### src/rtl/fsr_pkg.sv
// shared types and constants for the binary32 square root / reciprocal square root unit
package fsr_pkg;

	// digit steps of the root and quotient pipelines
	localparam int ROOT_STEPS = 54;
	localparam int DIV_STEPS  = 56;

	localparam logic [31:0] QNAN_BITS  = 32'h7FC0_0000;
	localparam logic [31:0] QUIET_BIT  = 32'h0040_0000;
	localparam logic [31:0] INF_BITS   = 32'h7F80_0000;

	// unbiased exponent with headroom
	typedef logic signed [9:0] exp_t;

	// control that travels with every beat
	typedef struct packed {
		logic        last;
		logic        mode;
		logic        done;
		logic [31:0] res;
	} ctl_t;

endpackage

### src/rtl/fsr_unpack.sv
// operand classification and subnormal normalization, two stages
module fsr_unpack (
	input  logic            clk,
	input  logic            arst_n,
	input  logic            en,
	input  logic            in_valid,
	input  logic [31:0]     x,
	input  logic            mode,
	input  logic            last,
	output logic            out_valid,
	output fsr_pkg::ctl_t   out_ctl,
	output logic [25:0]     out_m,
	output fsr_pkg::exp_t   out_ex
);

	logic            v_s1;
	fsr_pkg::ctl_t   ctl_s1;
	logic [22:0]     f_s1;
	logic [7:0]      e_s1;
	logic [4:0]      lz_s1;
	fsr_pkg::ctl_t   ctl_c;
	logic [4:0]      lz_c;
	logic            found_c;
	logic [23:0]     w_c;

	// special cases and leading zero count
	always_comb begin
		ctl_c.last = last;
		ctl_c.mode = mode;
		ctl_c.done = 1'b1;
		ctl_c.res  = '0;
		priority if (x[30:23] == 8'hFF && x[22:0] != 23'd0) begin
			ctl_c.res = x | fsr_pkg::QUIET_BIT;
		end else if (x[30:0] == 31'd0) begin
			ctl_c.res = mode ? {x[31], fsr_pkg::INF_BITS[30:0]} : x;
		end else if (x[31]) begin
			ctl_c.res = fsr_pkg::QNAN_BITS;
		end else if (x[30:23] == 8'hFF) begin
			ctl_c.res = mode ? 32'd0 : fsr_pkg::INF_BITS;
		end else begin
			ctl_c.done = 1'b0;
		end
		w_c     = {1'b0, x[22:0]};
		lz_c    = '0;
		found_c = 1'b0;
		for (int i = 23; i >= 0; i--) begin
			if (!found_c && w_c[i]) begin
				lz_c    = 5'(23 - i);
				found_c = 1'b1;
			end
		end
	end

	always_ff @(posedge clk or negedge arst_n) begin
		if (!arst_n) begin
			v_s1 <= 1'b0;
		end else if (en) begin
			v_s1 <= in_valid;
		end
	end

	always_ff @(posedge clk) begin
		if (en) begin
			ctl_s1 <= ctl_c;
			f_s1   <= x[22:0];
			e_s1   <= x[30:23];
			lz_s1  <= lz_c;
		end
	end

	logic [23:0]     m_c;
	fsr_pkg::exp_t   e0_c;
	fsr_pkg::exp_t   eev_c;
	logic [25:0]     mm_c;

	// shift to a leading one, make the exponent even
	always_comb begin
		if (e_s1 == 8'd0) begin
			m_c  = {1'b0, f_s1} << lz_s1;
			e0_c = -10'sd149 - $signed({5'd0, lz_s1});
		end else begin
			m_c  = {1'b1, f_s1};
			e0_c = $signed({2'b00, e_s1}) - 10'sd150;
		end
		if (e0_c[0]) begin
			mm_c  = {1'b0, m_c, 1'b0};
			eev_c = e0_c - 10'sd1;
		end else begin
			mm_c  = {m_c, 2'b00};
			eev_c = e0_c - 10'sd2;
		end
	end

	always_ff @(posedge clk or negedge arst_n) begin
		if (!arst_n) begin
			out_valid <= 1'b0;
		end else if (en) begin
			out_valid <= v_s1;
		end
	end

	always_ff @(posedge clk) begin
		if (en) begin
			out_ctl <= ctl_s1;
			out_m   <= mm_c;
			out_ex  <= eev_c >>> 1;
		end
	end

endmodule

### config.mk
export PLATFORM = sky130hd
export DESIGN_NAME = fsr_unpack
export DESIGN_NICKNAME = d
export VERILOG_FILES = /design/src/rtl/fsr_pkg.sv /design/src/rtl/fsr_unpack.sv
export SDC_FILE = /design/constraint.sdc
export NUM_CORES = 1
export LEC_CHECK = 0
export BUFFER_PORTS_ARGS = -buffer_cell sky130_fd_sc_hd__buf_2
export CAP_MARGIN = 20
export CORE_MARGIN = 2
export CORE_UTILIZATION = 55
export CTS_BUF_LIST = sky130_fd_sc_hd__clkbuf_16
export CTS_CLUSTER_DIAMETER = 200
export DETAILED_ROUTE_END_ITERATION = 6
export PLACE_DENSITY = 0.77
export SLEW_MARGIN = 20
export SYNTH_ARGS = -nofsm -noshare
export SYNTH_HDL_FRONTEND = slang
export SYNTH_SLANG_ARGS = --single-unit
### constraint.sdc
create_clock -name clk -period 3.7 [get_ports clk]
set_clock_uncertainty 0.15 [all_clocks]
set_input_delay 0 -clock clk [delete_from_list [all_inputs] [get_ports clk]]
set_output_delay 0 -clock clk [all_outputs]
set_load 0.03 [all_outputs]
==> results of run 1 <==
[routing by layer]
metal  vias up  routed length [um]  track usage
met3        28                1200       0.0685
met1      2470                6960        0.347
met2       224                8510        0.416
met4         0                 401        0.104
met5         -                   0            0
li1       2342                   -            -
[placed cells by master (no fill, tap or decap), drive strengths merged, types with 3 or more instances in the layout]
cell type	n
a211oi	5
a21oi	26
a221oi	3
a22oi	8
buf	119
clkbuf	17
clkinv	7
dlygate4sd3	37
edfxtp	140
ha	5
inv	19
mux2	15
mux2i	37
mux4	13
nand2	26
nand2b	4
nand3	5
nand4	4
nor2	52
nor2b	26
nor3	12
nor4	4
o211ai	3
o21a	3
o21ai	27
o22a	8
o22ai	7
or2	4
or3	4
or4	6
xnor2	8
xor2	3
[final cells by class]
type	instances	area share
flip-flops and latches	142	0.492
multi-input cells	346	0.293
repair buffers	156	0.116
clock buffers	17	0.0492
well taps	172	0.0249
clock inverters	15	0.0197
inverters	13	0.00564
[metrics by stage]
step,cells,setup slack (ns)
2_1_floorplan,530,0.315
3_5_place_dp,792,0.620
5_1_grt,861,0.379
3_3_place_gp,792,0.746
4_1_cts,861,0.621
6_report,861,0.614
[synthesized netlist by cell type (6+ instances only)]
master    count
edfxtp_1    140
nor2b_1      26
o21ai_0      25
inv_1        10
clkbuf_1     12
nor2_1       49
buf_4         6
mux2_2       15
o22ai_1       7
buf_2         6
o22a_1        8
a21oi_1      26
xnor2_1       8
mux2i_1      37
nand2_1      26
nor3_1       12
a22oi_1       8
mux4_2       13
[timing repair]
item	CTS	global route
hold endpoints to repair	74	0
buffers inserted	0	0
hold buffers	37	0
gates resized for setup	0	0
[sequential cells by signal, indices dropped and copies added (netlist names)]
name	cells
f_s1	23
out_m	25
out_ex	9
out_valid	1
ctl_s1	35
lz_s1	5
e_s1	8
out_ctl	35
v_s1	1
[logic make-up after synthesis]
group / count (synthesis) / synth area share
buf+inv: 42 / 0.0290
fa+ha+maj: 5 / 0.00894
compound gates: 112 / 0.109
flops: 142 / 0.608
simple gates: 152 / 0.111
mux: 65 / 0.119
other cells: 1 / 0.000536
xor+xnor: 11 / 0.0138
[final timing paths]
check,start,endpoint,cells after the start
max,e_s1[4]$_DFFE_PP_,out_ex[5]$_DFFE_PP_,10
min,en,out_ex[4]$_DFFE_PP_,1
max reg2reg,e_s1[4]$_DFFE_PP_,out_ex[5]$_DFFE_PP_,10
min reg2reg,ctl_s1[18]$_DFFE_PP_,out_ctl[18]$_DFFE_PP_,0
max in group asynchronous,arst_n,v_s1$_DFFE_PN0P_,3
min in group asynchronous,arst_n,out_valid$_DFFE_PN0P_,3
[where the power goes]
group          internal, mW  total [mW]  switching, mW
clock network         0.960        1.69          0.730
logic                 0.263       0.686          0.423
registers              1.91        1.99         0.0783
total                  3.14        4.37           1.23
[worst max-delay path: cells and delay by family (launching register included)]
family	cells	cell delay, ns
simple gates	4	1.20
buf+inv	1	0.06
flops	1	0.46
xor+xnor	1	0.07
fa+ha+maj	1	0.26
compound gates	3	0.62
==> qor.csv, run 1 <==
metric,value,unit
HPWL Detailed,11200,um
Antenna Diode Count,0,
final setup fails,0,
CP Cell Sequence,"or4_4, or2_1, o21ai_0, ha_1, inv_1, o21ai_0, o221ai_1, nand2b_1, nor2_1, xnor2_1",
First-pass DRT Iterations,5,
clock sinks,142,
die area,0.0136,mm2
period utilization,0.834,
status,"complete, no violations",
Hold Path Class,input port to flop,
gr usage total,0.262,
Starting Density,0.559,
#FFs+latches synth,142,
Sequential Area,0.00425,mm2
"Seq/Total Area, Yosys",0.608,
total power,4.37,mW
Post-Syn Nets,573,
Max-slew headroom,0.403,
mapped cell area,0.00699,mm2
top cell type's share of synthesized area,0.601,
Sum Neg Setup Slack,0,ns
drt drc,0,
Root Buffer,clkbuf_16,
grt total ovfl,0,
Synth warnings,0,
GPL Wtd Cong,0.878,
worst hold slack,0.0158,ns
maxcap violations,0,
Post-Layout Inst Area,0.00865,mm2
Post-DP Area,0.00768,mm2
routed vias/inst,5.88,
Post-synth EDFFs,140,
CP most frequent cell,o21ai_0,
later-pin clock latency in the skew report,0.43,ns
Die X,117,um
"Arr. time, crit path",3.11,ns
Worst EP required,3.72,ns
min cycle time layout,3.09,ns
CTS tree,done,
Cell Rows,41,
height of the die,117,um
port bufs,108,
crit-path max cell delay,0.60,ns
CP max-delay cell,or4_4,
"area leader, netlist",edfxtp_1,
Most used DFF post-synth,edfxtp_1,
CTS max path bufs,2,
CP Launch Type,flop,
fmax,324,MHz
post-synthesis cell type count,68,
Syn Area/Cell,13.2,um2
FF-to-FF setup slack,0.61,ns
area of the multi-input gates,0.00254,mm2
largest net degree at the start of global routing,104,
power per standard cell area,505,mW/mm2
Mapped Cells,530,
"antenna viol nets, final",0,
fill count,914,
Vias,5064,
first-pass GRT wire length,26200,um
count of final max-slew check failures,0,
fin util,0.691,
initial antenna violation count,0,
unrepaired setup endpoints after global routing,false,
Worst VDD drop,0.000397,V
Setup CP Type,flop to flop,
Worst-Margin Slew,0.896,ns
drt wl/cell,19.8,um
Clock transition at path regs,0.06,ns
1st-iter DRT viols,330,
leakage,3.26,nW
synthesis-to-layout area growth,23.7,%
fraction of registers with async set/reset,0.0141,
H-Tree Depth,4,
layout cells sized above 1,0.280,
"top cells by area, synth","edfxtp_1 60%, mux2i_1 5.3%, mux4_2 4.2%, nor2_1 2.6%, mux2_2 2.4%",
Ports,110,
CP max FO,7,
layout net count,719,
number of global-route vias before repair,4778,
final wirelength,17100,um
Core Region,0.0125,mm2
CP Capture Type,flop,
CTS Buf Count,17,
Final Hold Viols,0,
No activity file was read; power rests on OpenSTA's default activity.
==> run 2, diff against run 1 <==
--- a/config.mk
+++ b/config.mk
@@ -5,6 +5,7 @@
 export SDC_FILE = /design/constraint.sdc
 export NUM_CORES = 1
 export LEC_CHECK = 0
+export ABC_AREA = 1
 export BUFFER_PORTS_ARGS = -buffer_cell sky130_fd_sc_hd__buf_2
 export CAP_MARGIN = 20
 export CORE_MARGIN = 2
==> constraint.sdc (replaced) <==
create_clock -name clk -period 3 [get_ports clk]
set_clock_uncertainty 0.15 [all_clocks]
set_input_delay 0 -clock clk [delete_from_list [all_inputs] [get_ports clk]]
set_output_delay 0 -clock clk [all_outputs]
set_load 0.03 [all_outputs]
==> run 2 against run 1 <==
Die area hardly changed; total power grew 22%; register-to-register slack got worse by 0.07 ns; critical path type unchanged; highest routed layer unchanged.
==> qor.csv, run 2 <==
metric,value,unit,change
fmax,407,MHz,+25%
Vias,5792,,+14%
Worst Hold Depth,1,,unchanged
height of the die,117,um,about the same
Core Region,0.0125,mm2,unchanged
Max-slew headroom,0.502,,+0.0994
maxcap violations,0,,unchanged
power per standard cell area,618,mW/mm2,+22%
1st-iter DRT viols,458,,+39%
Hold Path Class,input port to flop,,
grt total ovfl,0,,unchanged
drt wl/cell,16.4,um,-17%
top cell type's share of synthesized area,0.601,,about the same
Root Buffer,clkbuf_16,,
Die X,117,um,about the same
WP buf/inv,1,,unchanged
GPL Wtd Cong,0.912,,+3.8%
count of final max-slew check failures,0,,unchanged
number of global-route vias before repair,5501,,+15%
final wirelength,17300,um,+1.5%
worst hold slack,0.00247,ns,-0.0133 ns
largest net degree at the start of global routing,60,,-42%
CTS Buf Count,17,,unchanged
CTS tree,done,,
"Seq/Total Area, Yosys",0.608,,about the same
Synth warnings,0,,unchanged
post-CTS setup buffers,0,,unchanged
Worst-Margin Slew,0.740,ns,-0.156 ns
post-CTS sizing,0,,unchanged
Psw,1.49,mW,+21%
CP max-delay cell,edfxtp_1,,
reg2reg path depth,12,,+2
CP max FO,26,,+19
Ports,110,,unchanged
"most common cell after layout, fill and taps aside",nand2_1,,
Antenna Diode Count,0,,unchanged
port bufs,108,,unchanged
most common cell in the netlist,nand2_1,,
gr usage total,0.267,,+0.00561
Most used DFF post-synth,edfxtp_1,,
Worst VDD drop,0.000495,V,+25%
CP top delay family,simple AND/OR/NAND/NOR gates,,
total power,5.34,mW,+22%
layout net count,914,,+27%
crit-path max cell delay,0.44,ns,-0.16 ns
layout cells sized above 1,0.188,,-0.0923
leakage,3.77,nW,+16%
post-synthesis cell type count,40,,-41%
period utilization,0.820,,-0.0142
final setup fails,0,,unchanged
CTS max path bufs,2,,unchanged
switching share of power,0.279,,-0.00249
most frequent cells after synthesis,"201 x nand2_1, 146 x nand3_1, 140 x edfxtp_1",,
Comb pwr share,0.155,,-0.002
largest registers,"ctl_s1 x35, out_ctl x35, out_m x25",,
"antenna viol nets, final",0,,unchanged
CP Capture Type,flop,,
synthesis-to-layout area growth,23.6,%,about the same
Post-synth EDFFs,140,,unchanged
min cycle time layout,2.46,ns,-0.626 ns
#FFs+latches synth,142,,unchanged
unrepaired setup endpoints after global routing,false,,
"top cells by area, synth","edfxtp_1 60%, nand2_1 11%, nand3_1 10%, inv_1 2.9%, nor2_1 2.1%",,
First-pass DRT Iterations,5,,unchanged
CP most frequent cell,nand2_1,,
routed vias/inst,5.48,,-6.7%
"area leader, netlist",edfxtp_1,,
Final Hold Viols,0,,unchanged
fraction of registers with async set/reset,0.0141,,unchanged
Clk network pwr share,0.391,,+0.004
CP Launch Type,flop,,
CTS Hold Bufs,37,,unchanged
Post-Syn Nets,771,,+35%
clock sinks,142,,unchanged
Cell Rows,41,,unchanged
later-pin clock latency in the skew report,0.42,ns,about the same
Stages on worst setup path,12,,+2
Starting Density,0.559,,about the same
Seq pwr share,0.454,,-0.002
Mapped Cells,728,,+37%
Clock transition at path regs,0.06,ns,about the same
CP Cell Sequence,"nor2_2, nand2_2, nor2_8, nand2_1, nand2_2, inv_2, ha_1, nand3_1, a21oi_1, nand2_1, nand3_1, nand2_1",,
first-pass GRT wire length,27500,um,+4.8%
Pint,3.85,mW,+23%
initial antenna violation count,0,,unchanged
"Arr. time, crit path",2.48,ns,-0.63 ns
status,"complete, no violations",,
Sum Neg Setup Slack,0,ns,unchanged
HPWL Detailed,11800,um,+5.2%
Worst EP required,3.02,ns,-0.70 ns
Setup CP Type,flop to flop,,
H-Tree Depth,4,,unchanged
Syn Area/Cell,9.61,um2,-27%
die area,0.0136,mm2,about the same
drt drc,0,,unchanged
"commonest non-fill, non-tap cells in the layout","201 x nand2_1, 146 x nand3_1, 140 x edfxtp_1, 107 x buf_2, 54 x inv_1",,
mapped cell area,0.00700,mm2,about the same
## run 2: cell count changes in the layout (fill, tap and decap cells not counted), sizes merged, moves of 5 or more
cell    change
nand2     +178
nand3     +141
inv        +45
mux2i      -36
nor2b      -25
mux2       -15
mux4       -13
o22a        -8
a21oi       -7
o22ai       -7
or4         -6
xnor2       -6
a211oi      -5
nor2        -5
## run 2: final timing paths
kind / from / endpoint / slack, ns
min in group asynchronous: arst_n / out_valid$_DFFE_PN0P_ / 0.31
worst min-delay path: en / ctl_s1[28]$_DFFE_PP_ / 0.002
worst max-delay path: e_s1[3]$_DFFE_PP_ / out_ex[3]$_DFFE_PP_ / 0.54
worst max register to register: e_s1[3]$_DFFE_PP_ / out_ex[3]$_DFFE_PP_ / 0.54
max in group asynchronous: arst_n / v_s1$_DFFE_PN0P_ / 2.26
worst min register to register: ctl_s1[18]$_DFFE_PP_ / out_ctl[18]$_DFFE_PP_ / 0.27
## run 2: logic make-up after synthesis
family                     count (synthesis)  synth area share
DFF                                      142             0.608
buffers and inverters                     91            0.0553
muxes                                      1           0.00143
AOI/OAI and AO/OA                         66            0.0554
and+or+nand+nor                          417             0.264
xor gates and xnor gates                   5           0.00626
adders and majority gates                  5           0.00894
other                                      1          0.000536
## run 2: power by group through the flow
stage	registers [mW]	logic (mW)	clock network, mW
CTS	2.42	0.820	2.10
global placement	2.46	0.767	0
floorplan	2.60	0.384	0
finish	2.43	0.828	2.09
detailed placement	2.46	0.780	0
global route	2.44	0.916	2.19
## run 2: cell type report
type | count | area (um2)
Clock buffer | 17 | 425
Clock inverter | 15 | 160
Fill cell | 989 | 3870
Inverter | 58 | 220
Multi-Input combinational cell | 495 | 2360
Sequential cell | 142 | 4250
Tap cell | 172 | 215
Timing Repair Buffer | 157 | 1020
## run 2: stage by stage
| stage | area (um2) | setup WS, ns | std cells | util |
|---|---|---|---|---|
| after floorplan | 7000 | 0.735 | 728 | - |
| after global placement | 7690 | 0.649 | 987 | 0.615 |
| after detailed placement | 7690 | 0.539 | 987 | 0.615 |
| after CTS | 8650 | 0.529 | 1056 | 0.691 |
| after global routing | 8650 | 0.262 | 1056 | 0.691 |
| final | 8650 | 0.541 | 1056 | 0.691 |
## run 2: layer usage
layer  vias to the layer above  share of wire  wire length (um)  global-route usage
met3                        23          0.065              1120              0.0659
li1                       2817              -                 -                   -
met2                       237           0.50              8670               0.450
met5                         -              0                 0                   0
met1                      2715           0.42              7260               0.341
met4                         0          0.015               268              0.0894
